### src/hw/rtl/mcs_pkg.sv
// Package with shared types, character codes and pattern tables of the charset sniffer.
`timescale 1ns / 1ps
`default_nettype none

package mcs_pkg;

	localparam int POSITION_BITS = 16;
	localparam int LIMIT_BITS = 16;
	localparam logic [LIMIT_BITS-1:0] LIMIT_RESET = 16'd1024;

	localparam int QUEUE_DEPTH = 4;
	localparam int QUEUE_PTR_BITS = 2;
	localparam int QUEUE_CNT_BITS = 3;

	localparam logic [7:0] CH_SPACE  = 8'h20;
	localparam logic [7:0] CH_DQUOTE = 8'h22;
	localparam logic [7:0] CH_SQUOTE = 8'h27;
	localparam logic [7:0] CH_SEMI   = 8'h3B;
	localparam logic [7:0] CH_LT     = 8'h3C;
	localparam logic [7:0] CH_EQ     = 8'h3D;
	localparam logic [7:0] CH_GT     = 8'h3E;
	localparam logic [7:0] CH_LOW_C  = 8'h63;
	localparam logic [7:0] CH_UP_A   = 8'h41;
	localparam logic [7:0] CH_UP_Z   = 8'h5A;

	localparam logic [2:0] META_LEN_M1 = 3'd4;
	localparam logic [2:0] CHARSET_LEN_M1 = 3'd6;

	typedef enum logic [6:0] {
		MODE_META    = 7'b0000001,
		MODE_CHARSET = 7'b0000010,
		MODE_EQ      = 7'b0000100,
		MODE_SKIP    = 7'b0001000,
		MODE_WAIT    = 7'b0010000,
		MODE_VALUE   = 7'b0100000,
		MODE_DONE    = 7'b1000000
	} scan_mode_t;

	typedef struct packed {
		logic [7:0] label_byte;
		logic       found;
		logic       label_last;
	} result_t;

	// Results of one byte, compacted so that first is always used before second.
	typedef struct packed {
		logic [1:0] count;
		result_t    first;
		result_t    second;
	} result_pair_t;

	// Characters of "<meta".
	function automatic logic [7:0] meta_char(input logic [2:0] idx);
		logic [7:0] ch;
		unique case (idx)
			3'd0: ch = 8'h3C;
			3'd1: ch = 8'h6D;
			3'd2: ch = 8'h65;
			3'd3: ch = 8'h74;
			3'd4: ch = 8'h61;
			default: ch = 8'h00;
		endcase
		return ch;
	endfunction

	// Characters of "charset".
	function automatic logic [7:0] charset_char(input logic [2:0] idx);
		logic [7:0] ch;
		unique case (idx)
			3'd0: ch = 8'h63;
			3'd1: ch = 8'h68;
			3'd2: ch = 8'h61;
			3'd3: ch = 8'h72;
			3'd4: ch = 8'h73;
			3'd5: ch = 8'h65;
			3'd6: ch = 8'h74;
			default: ch = 8'h00;
		endcase
		return ch;
	endfunction

endpackage

`default_nettype wire

### src/hw/rtl/mcs_scanner.sv
// Scan state machine: matches the meta tag and charset attribute and produces label results.
`timescale 1ns / 1ps
`default_nettype none

module mcs_scanner (
	input  wire logic                                clk,
	input  wire logic                                arst_n,
	input  wire logic                                step,
	input  wire logic [7:0]                          doc_byte,
	input  wire logic                                doc_end,
	input  wire logic [mcs_pkg::LIMIT_BITS-1:0]      window_len,
	output mcs_pkg::result_pair_t                    results
);

	localparam logic [mcs_pkg::POSITION_BITS-1:0] POS_MAX = '1;

	mcs_pkg::scan_mode_t mode_q, mode_n;
	logic [2:0] match_q, match_n;
	logic [mcs_pkg::POSITION_BITS-1:0] pos_q, pos_n;
	logic [7:0] held_q, held_n;
	logic held_valid_q, held_valid_n;
	logic fin_q, fin_n;

	logic [7:0] ch;
	logic examined;
	logic value_end;
	logic emit_a, emit_b, emit_c;
	mcs_pkg::result_t res_a, res_b, res_c;

	assign ch = (doc_byte >= mcs_pkg::CH_UP_A && doc_byte <= mcs_pkg::CH_UP_Z) ?
		doc_byte + 8'd32 : doc_byte;
	assign examined = !fin_q && (32'(pos_q) < 32'(window_len));
	assign value_end = (ch == mcs_pkg::CH_DQUOTE) || (ch == mcs_pkg::CH_SQUOTE) ||
		(ch == mcs_pkg::CH_SPACE) || (ch == mcs_pkg::CH_SEMI) || (ch == mcs_pkg::CH_GT);

	always_comb begin
		mode_n = mode_q;
		match_n = match_q;
		held_n = held_q;
		held_valid_n = held_valid_q;
		fin_n = fin_q;
		emit_a = 1'b0;
		emit_b = 1'b0;
		emit_c = 1'b0;
		res_a = '{label_byte: held_q, found: 1'b1, label_last: 1'b0};

		if (examined) begin
			unique case (mode_q)
				mcs_pkg::MODE_META: begin
					if (ch == mcs_pkg::meta_char(match_q)) begin
						if (match_q == mcs_pkg::META_LEN_M1) begin
							mode_n = mcs_pkg::MODE_CHARSET;
							match_n = 3'd0;
						end else begin
							match_n = match_q + 3'd1;
						end
					end else begin
						match_n = (ch == mcs_pkg::CH_LT) ? 3'd1 : 3'd0;
					end
				end
				mcs_pkg::MODE_CHARSET: begin
					if (ch == mcs_pkg::CH_GT) begin
						mode_n = mcs_pkg::MODE_META;
						match_n = 3'd0;
					end else if (ch == mcs_pkg::charset_char(match_q)) begin
						if (match_q == mcs_pkg::CHARSET_LEN_M1) begin
							mode_n = mcs_pkg::MODE_EQ;
							match_n = 3'd0;
						end else begin
							match_n = match_q + 3'd1;
						end
					end else begin
						match_n = (ch == mcs_pkg::CH_LOW_C) ? 3'd1 : 3'd0;
					end
				end
				mcs_pkg::MODE_EQ: begin
					if (ch == mcs_pkg::CH_GT) begin
						mode_n = mcs_pkg::MODE_META;
					end else if (ch == mcs_pkg::CH_EQ) begin
						mode_n = mcs_pkg::MODE_SKIP;
					end
				end
				mcs_pkg::MODE_SKIP: begin
					if (ch == mcs_pkg::CH_GT) begin
						mode_n = mcs_pkg::MODE_META;
					end else if (ch == mcs_pkg::CH_SEMI) begin
						mode_n = mcs_pkg::MODE_WAIT;
					end else if (ch != mcs_pkg::CH_SPACE && ch != mcs_pkg::CH_DQUOTE &&
							ch != mcs_pkg::CH_SQUOTE) begin
						held_n = ch;
						held_valid_n = 1'b1;
						mode_n = mcs_pkg::MODE_VALUE;
					end
				end
				mcs_pkg::MODE_WAIT: begin
					if (ch == mcs_pkg::CH_GT) begin
						mode_n = mcs_pkg::MODE_META;
					end
				end
				mcs_pkg::MODE_VALUE: begin
					if (value_end) begin
						emit_a = 1'b1;
						res_a.label_last = 1'b1;
						held_valid_n = 1'b0;
						fin_n = 1'b1;
						mode_n = mcs_pkg::MODE_DONE;
					end else begin
						emit_a = held_valid_q;
						held_n = ch;
						held_valid_n = 1'b1;
					end
				end
				mcs_pkg::MODE_DONE: begin
					mode_n = mcs_pkg::MODE_DONE;
				end
				default: begin
					mode_n = mcs_pkg::MODE_DONE;
				end
			endcase
		end

		pos_n = (pos_q == POS_MAX) ? pos_q : pos_q + 1'b1;

		// The window closes while a value is open: the held byte ends the label.
		res_b = '{label_byte: held_n, found: 1'b1, label_last: 1'b1};
		if (examined && !fin_n && !(32'(pos_n) < 32'(window_len)) &&
				mode_n == mcs_pkg::MODE_VALUE && held_valid_n) begin
			emit_b = 1'b1;
			held_valid_n = 1'b0;
			fin_n = 1'b1;
			mode_n = mcs_pkg::MODE_DONE;
		end

		res_c = held_valid_n ?
			'{label_byte: held_n, found: 1'b1, label_last: 1'b1} :
			'{label_byte: 8'd0, found: 1'b0, label_last: 1'b1};
		if (doc_end) begin
			emit_c = !fin_n;
			mode_n = mcs_pkg::MODE_META;
			match_n = 3'd0;
			pos_n = '0;
			held_n = 8'd0;
			held_valid_n = 1'b0;
			fin_n = 1'b0;
		end
	end

	// Window end and document end never both emit, so at most two results occur.
	always_comb begin
		results.count = step ? (2'(emit_a) + 2'(emit_b) + 2'(emit_c)) : 2'd0;
		results.first = emit_a ? res_a : (emit_b ? res_b : res_c);
		results.second = emit_b ? res_b : res_c;
	end

	always_ff @(posedge clk or negedge arst_n) begin
		if (!arst_n) begin
			mode_q <= mcs_pkg::MODE_META;
			match_q <= 3'd0;
			pos_q <= '0;
			held_q <= 8'd0;
			held_valid_q <= 1'b0;
			fin_q <= 1'b0;
		end else if (step) begin
			mode_q <= mode_n;
			match_q <= match_n;
			pos_q <= pos_n;
			held_q <= held_n;
			held_valid_q <= held_valid_n;
			fin_q <= fin_n;
		end
	end

endmodule

`default_nettype wire

### src/hw/rtl/mcs_out_queue.sv
// Small result queue that takes up to two results a cycle and hands out one.
`timescale 1ns / 1ps
`default_nettype none

module mcs_out_queue (
	input  wire logic                  clk,
	input  wire logic                  arst_n,
	input  wire mcs_pkg::result_pair_t wr,
	input  wire logic                  pop_ready,
	output mcs_pkg::result_t           head,
	output logic                       not_empty,
	output logic                       has_room
);

	mcs_pkg::result_t entries_q [mcs_pkg::QUEUE_DEPTH];
	logic [mcs_pkg::QUEUE_PTR_BITS-1:0] wp_q, rp_q;
	logic [mcs_pkg::QUEUE_CNT_BITS-1:0] cnt_q;
	logic pop;

	assign not_empty = (cnt_q != '0);
	// Room for the worst case of two results from one byte.
	assign has_room = (cnt_q <= mcs_pkg::QUEUE_CNT_BITS'(mcs_pkg::QUEUE_DEPTH - 2));
	assign head = entries_q[rp_q];
	assign pop = not_empty && pop_ready;

	always_ff @(posedge clk) begin
		if (wr.count != 2'd0) begin
			entries_q[wp_q] <= wr.first;
		end
		if (wr.count == 2'd2) begin
			entries_q[wp_q + 1'b1] <= wr.second;
		end
	end

	always_ff @(posedge clk or negedge arst_n) begin
		if (!arst_n) begin
			wp_q <= '0;
			rp_q <= '0;
			cnt_q <= '0;
		end else begin
			wp_q <= wp_q + mcs_pkg::QUEUE_PTR_BITS'(wr.count);
			if (pop) begin
				rp_q <= rp_q + 1'b1;
			end
			cnt_q <= cnt_q + mcs_pkg::QUEUE_CNT_BITS'(wr.count) -
				mcs_pkg::QUEUE_CNT_BITS'(pop);
		end
	end

endmodule

`default_nettype wire

### src/hw/rtl/meta_charset_sniffer_top.sv
// Top level of the HTML meta charset sniffer: input stage, scanner and result queue.
`timescale 1ns / 1ps
`default_nettype none

// Channel   | Direction | Payload
// ----------+-----------+-------------------------------------------------------
// s_*       | in        | s_tdata = doc_byte[7:0], s_tlast = doc_end
// m_*       | out       | m_tdata = label_byte[7:0], m_tuser = found, m_tlast = label_last
// cfg_*     | in        | cfg_wdata = scan window length [15:0], written when cfg_we is high
//
// The block takes one byte request per cycle, sustained while the result queue has room. Each
// accepted byte waits in the input register for the scan step; when the step fires, its results
// are written into the queue and then show on m_tvalid. A byte can yield two results (a label byte
// plus the final one at window or document end); these sit in a four-entry queue that drains
// one result per cycle while m_tready is high. The scan step waits while the queue holds three or
// more results, the input register then keeps its byte and s_tready falls in that same cycle;
// there is no combinational path from m_tready to s_tready. Reset clears the scan state and sets
// the window length to 1024; no clearing pass is needed.
module meta_charset_sniffer_top (
	input  wire logic        clk,
	input  wire logic        arst_n,
	input  wire logic        s_tvalid,
	output logic             s_tready,
	input  wire logic [7:0]  s_tdata,   // [7:0] doc_byte
	input  wire logic        s_tlast,   // doc_end
	output logic             m_tvalid,
	input  wire logic        m_tready,
	output logic [7:0]       m_tdata,   // [7:0] label_byte
	output logic             m_tuser,   // [0] found
	output logic             m_tlast,   // label_last
	input  wire logic        cfg_we,
	input  wire logic [15:0] cfg_wdata  // [15:0] scan window length
);

	logic [mcs_pkg::LIMIT_BITS-1:0] window_len_q;

	// Input register: one accepted byte waiting for the scan step.
	logic       valid_s1;
	logic [7:0] byte_s1;
	logic       end_s1;

	logic accept;
	logic step;
	logic room;
	mcs_pkg::result_pair_t results;
	mcs_pkg::result_t head;

	// The scan step fires when a byte is held and the queue can absorb its results.
	assign step = valid_s1 && room;
	assign s_tready = !valid_s1 || step;
	assign accept = s_tvalid && s_tready;

	always_ff @(posedge clk or negedge arst_n) begin
		if (!arst_n) begin
			window_len_q <= mcs_pkg::LIMIT_RESET;
		end else if (cfg_we) begin
			window_len_q <= cfg_wdata;
		end
	end

	always_ff @(posedge clk or negedge arst_n) begin
		if (!arst_n) begin
			valid_s1 <= 1'b0;
		end else if (accept) begin
			valid_s1 <= 1'b1;
		end else if (step) begin
			valid_s1 <= 1'b0;
		end
	end

	// The byte payload needs no reset; it is qualified by valid_s1.
	always_ff @(posedge clk) begin
		if (accept) begin
			byte_s1 <= s_tdata;
			end_s1 <= s_tlast;
		end
	end

	mcs_scanner u_scanner (
		.clk         (clk),
		.arst_n      (arst_n),
		.step        (step),
		.doc_byte    (byte_s1),
		.doc_end     (end_s1),
		.window_len  (window_len_q),
		.results     (results)
	);

	mcs_out_queue u_out_queue (
		.clk       (clk),
		.arst_n    (arst_n),
		.wr        (results),
		.pop_ready (m_tready),
		.head      (head),
		.not_empty (m_tvalid),
		.has_room  (room)
	);

	assign m_tdata = head.label_byte;
	assign m_tuser = head.found;
	assign m_tlast = head.label_last;

endmodule

`default_nettype wire
### config.mk
export PLATFORM = sky130hd
export DESIGN_NAME = meta_charset_sniffer_top
export DESIGN_NICKNAME = d
export VERILOG_FILES = /design/src/hw/rtl/mcs_pkg.sv /design/src/hw/rtl/mcs_scanner.sv /design/src/hw/rtl/mcs_out_queue.sv /design/src/hw/rtl/meta_charset_sniffer_top.sv
export SDC_FILE = /design/constraint.sdc
export NUM_CORES = 1
export LEC_CHECK = 0
export ABC_AREA = 1
export BUFFER_PORTS_ARGS = -buffer_cell sky130_fd_sc_hd__clkbuf_2
export CAP_MARGIN = 25
export CORE_ASPECT_RATIO = 0.7
export CORE_MARGIN = 4
export CORE_UTILIZATION = 41
export DETAILED_ROUTE_END_ITERATION = 12
export PLACE_DENSITY_LB_ADDON = 0.1
export REMOVE_ABC_BUFFERS = 1
export SLEW_MARGIN = 20
export SYNTH_ARGS = -nofsm -noshare
export SYNTH_HDL_FRONTEND = slang
export SYNTH_SLANG_ARGS = --single-unit
### constraint.sdc
create_clock -name clk -period 4.39 [get_ports clk]
set_input_delay 1.317 -clock clk [delete_from_list [all_inputs] [get_ports clk]]
set_output_delay 1.317 -clock clk [all_outputs]
set_load 0.005 [all_outputs]
==> out/results.txt <==
Core Rows: 40
most frequent cells in the layout: 242 x nand2_1, 108 x inv_1, 89 x buf_4
share of cells above drive strength 1: 0.2773
RSZ-0062 raised after global routing: true
initial antenna violation count: 0
crit path launch: u_scanner.pos_q[1]
leading register cell type out of synthesis: dfrtp_1
period utilization: 1.056
Hold Path Depth: 2
clock buffer depth: 2
syn_area_per_cell: 7.947 sq um
total track usage: 0.2026
DRT antenna net count: 0
R2R cell count: 27
DP Cell Count: 1257
worst hold margin: 0.4856 ns
Mapped Cells: 924
Layout Cells excl Fill: 1295
share of the synthesized area in the top cell type: 0.1976
Finish-stage setup viols: 78
Leak: 0.004212 uW
Worst-Margin Slew: 0.8138 ns
CTS Buf Count: 9
WP data required: 4.64 ns
core area: 17370 sq um
Final Hold Fails: 0
Min-Delay Path Class: flop to flop
fin nets: 1132
Die X-Extent: 168.0 microns
critical path arrival: 4.88 ns
Slowest-stage cell, CP: fa_1
vias in the first global route: 6106
count of cell types in the netlist: 52
status: complete, but fails checks
CTS tree: built
Filler Cell Count: 1644
register bit total from synthesis: 109
Final HPWL DP: 14.84 mm
CP startpoint kind: flop
Hold-fix buffers, CTS: 0
failing checks: setup timing
Pwr Density: 412.9 nW/um^2
Synth area leader: dfrtp_1
I/O pin cnt: 42
post-route minimum period: 4.635 ns
crit path to: u_out_queue.cnt_q[2]
worst rel slew slack: 0.4575
YS warnings: 0
number of port buffers: 41
H-tree Lvls: 3
Worst Setup End Kind: flop
largest net degree at the start of global routing: 61
Worst Clk Skew: 0.009760 ns
drt pass-1 iters: 5
Async S/R FF share, synth: 0.5505
initial drt markers: 664
first-pass GRT wire length: 32.72 mm
Finished Core Util: 0.5267
most frequent CP cell: nand2_2
Post-Syn Area: 7343 sq um
CTS Sinks: 109
Starting Density: 0.4228
r2r endpoint: u_out_queue.cnt_q[2]
leading post-synthesis cells by cell area: dfrtp_1 20%, edfxtp_1 18%, nand2_1 13%
R2R setup slack: -0.24 ns
VDD IR-drop max: 0.3042 mV
commonest non-fill, non-tap cell in the layout: nand2_1
Max Slew Vio Count: 0
insertion delay to the later sink of the worst-skew pair: 0.36 ns
grt ovf: 0
die area: 20150 sq um
Seq/Total Area, Yosys: 0.3997
clk slew on worst S/H paths: 0.08 ns
max-cap violation count: 0
R2R Path Start: u_scanner.pos_q[1]
Remaining DRCs: 0
Via Count: 6507
final setup margin: -0.2445 ns
number of enable flip-flop cells after synthesis: 45
GPL Wtd Cong: 0.9078
Routed Wire Length: 20.06 mm
Setup CP Type: flop to flop
Wirelength per Cell: 15.49 microns
diode count: 0
Crit path largest cell delay: 0.53 ns
CP max FO: 4
vias per inst: 5.025
worst hold start: u_scanner.fin_q
fmax: 215.8 MHz
P&R area growth vs syn: 24.57%
Die H: 120.0 microns
Root Driver: clkbuf_16
cells by family after synthesis:
logic type,share of synthesized area
AO/OA/AOI/OAI,0.1320
XOR/XNOR,0.02862
adder cells (fa/ha/maj),0.07531
buffers and inverters,0.08843
flip-flops,0.3997
multiplexers,0.001533
AND/OR/NAND/NOR,0.2743
worst max-delay path, delay by kind of cell, from the launching register on:
family                   cells  cell delay, ns
adder cells (fa/ha/maj)      6            1.78
AND/OR/NAND/NOR             12            1.24
XOR/XNOR                     2            0.35
AO/OA/AOI/OAI                3            0.52
flip-flops                   1            0.37
buffers and inverters        4            0.26
layout make-up:
class | count | area, sq um | share of cell area
tap | 231 | 289.0 | 0.03160
clock buffer | 9 | 225.2 | 0.02462
sequential | 109 | 2935 | 0.3209
inverter | 134 | 513.0 | 0.05608
clock inverter | 7 | 87.58 | 0.009575
timing repair buffer | 146 | 1071 | 0.1171
multi-input combinational | 659 | 4026 | 0.4402
cells in the mapped netlist (14+ instances only):
cell and instances:
a21oi_1 26, clkbuf_1 15, dfrtp_1 58, edfxtp_1 45
ha_1 41, inv_1 117, inv_2 14, nand2_1 251
nand3_1 32, nand4_1 16, nor2_1 66, o21ai_0 69
o22ai_1 31, xor2_1 22
worst min path at each step:
stage                                        endpoint
after floorplan           u_out_queue.entries_q[1][0]
after global placement    u_out_queue.entries_q[1][0]
after detailed placement              u_scanner.fin_q
after CTS                             u_scanner.fin_q
after global routing      u_out_queue.entries_q[0][0]
final                                 u_scanner.fin_q
sequential cells by signal, indices dropped and copies added (netlist names), 2 cells and up:
name,cells
u_out_queue.wp_q,2
byte_s1,8
u_scanner.mode_q,7
window_len_q,16
u_out_queue.entries_q,40
u_scanner.pos_q,16
u_out_queue.rp_q,2
u_out_queue.cnt_q,3
u_scanner.match_q,3
u_scanner.held_q,8
per-layer routing:
layer  up-vias  share of wire  GRT usage  routed length, microns
met1      2992           0.55     0.3435                   11090
li1       3320              -          -                       -
met4         0         0.0076    0.03700                     153
met2       179           0.37     0.2618                    7518
met3        16          0.065    0.03457                    1305
met5         -              0          0                       0
through the flow:
stage	power [uW]	cell area (sq um)	setup WS [ns]	setup TNS [ns]
global route	4041	9148	-0.4888	-29.64
finish	3777	9148	-0.2445	-9.734
floorplan	2159	7207	-0.08136	-2.974
detailed placement	2752	8349	-0.3376	-8.070
CTS	3733	8959	-0.1967	-6.564
global placement	2750	8342	-0.2509	-4.690
timing repair:
action | 4_1_cts | 5_1_grt
pin swaps | 25 | 23
buffers inserted | 16 | 7
resized for setup | 48 | 31
setup endpoints to repair | 78 | 81
power breakdown:
part	total [uW]	internal (uW)	switching, uW
Sequential	1380	1230	151
Combinational	1520	557	960
Clock	879	459	420
Total	3780	2250	1530
(Power assumes the default switching activity.)
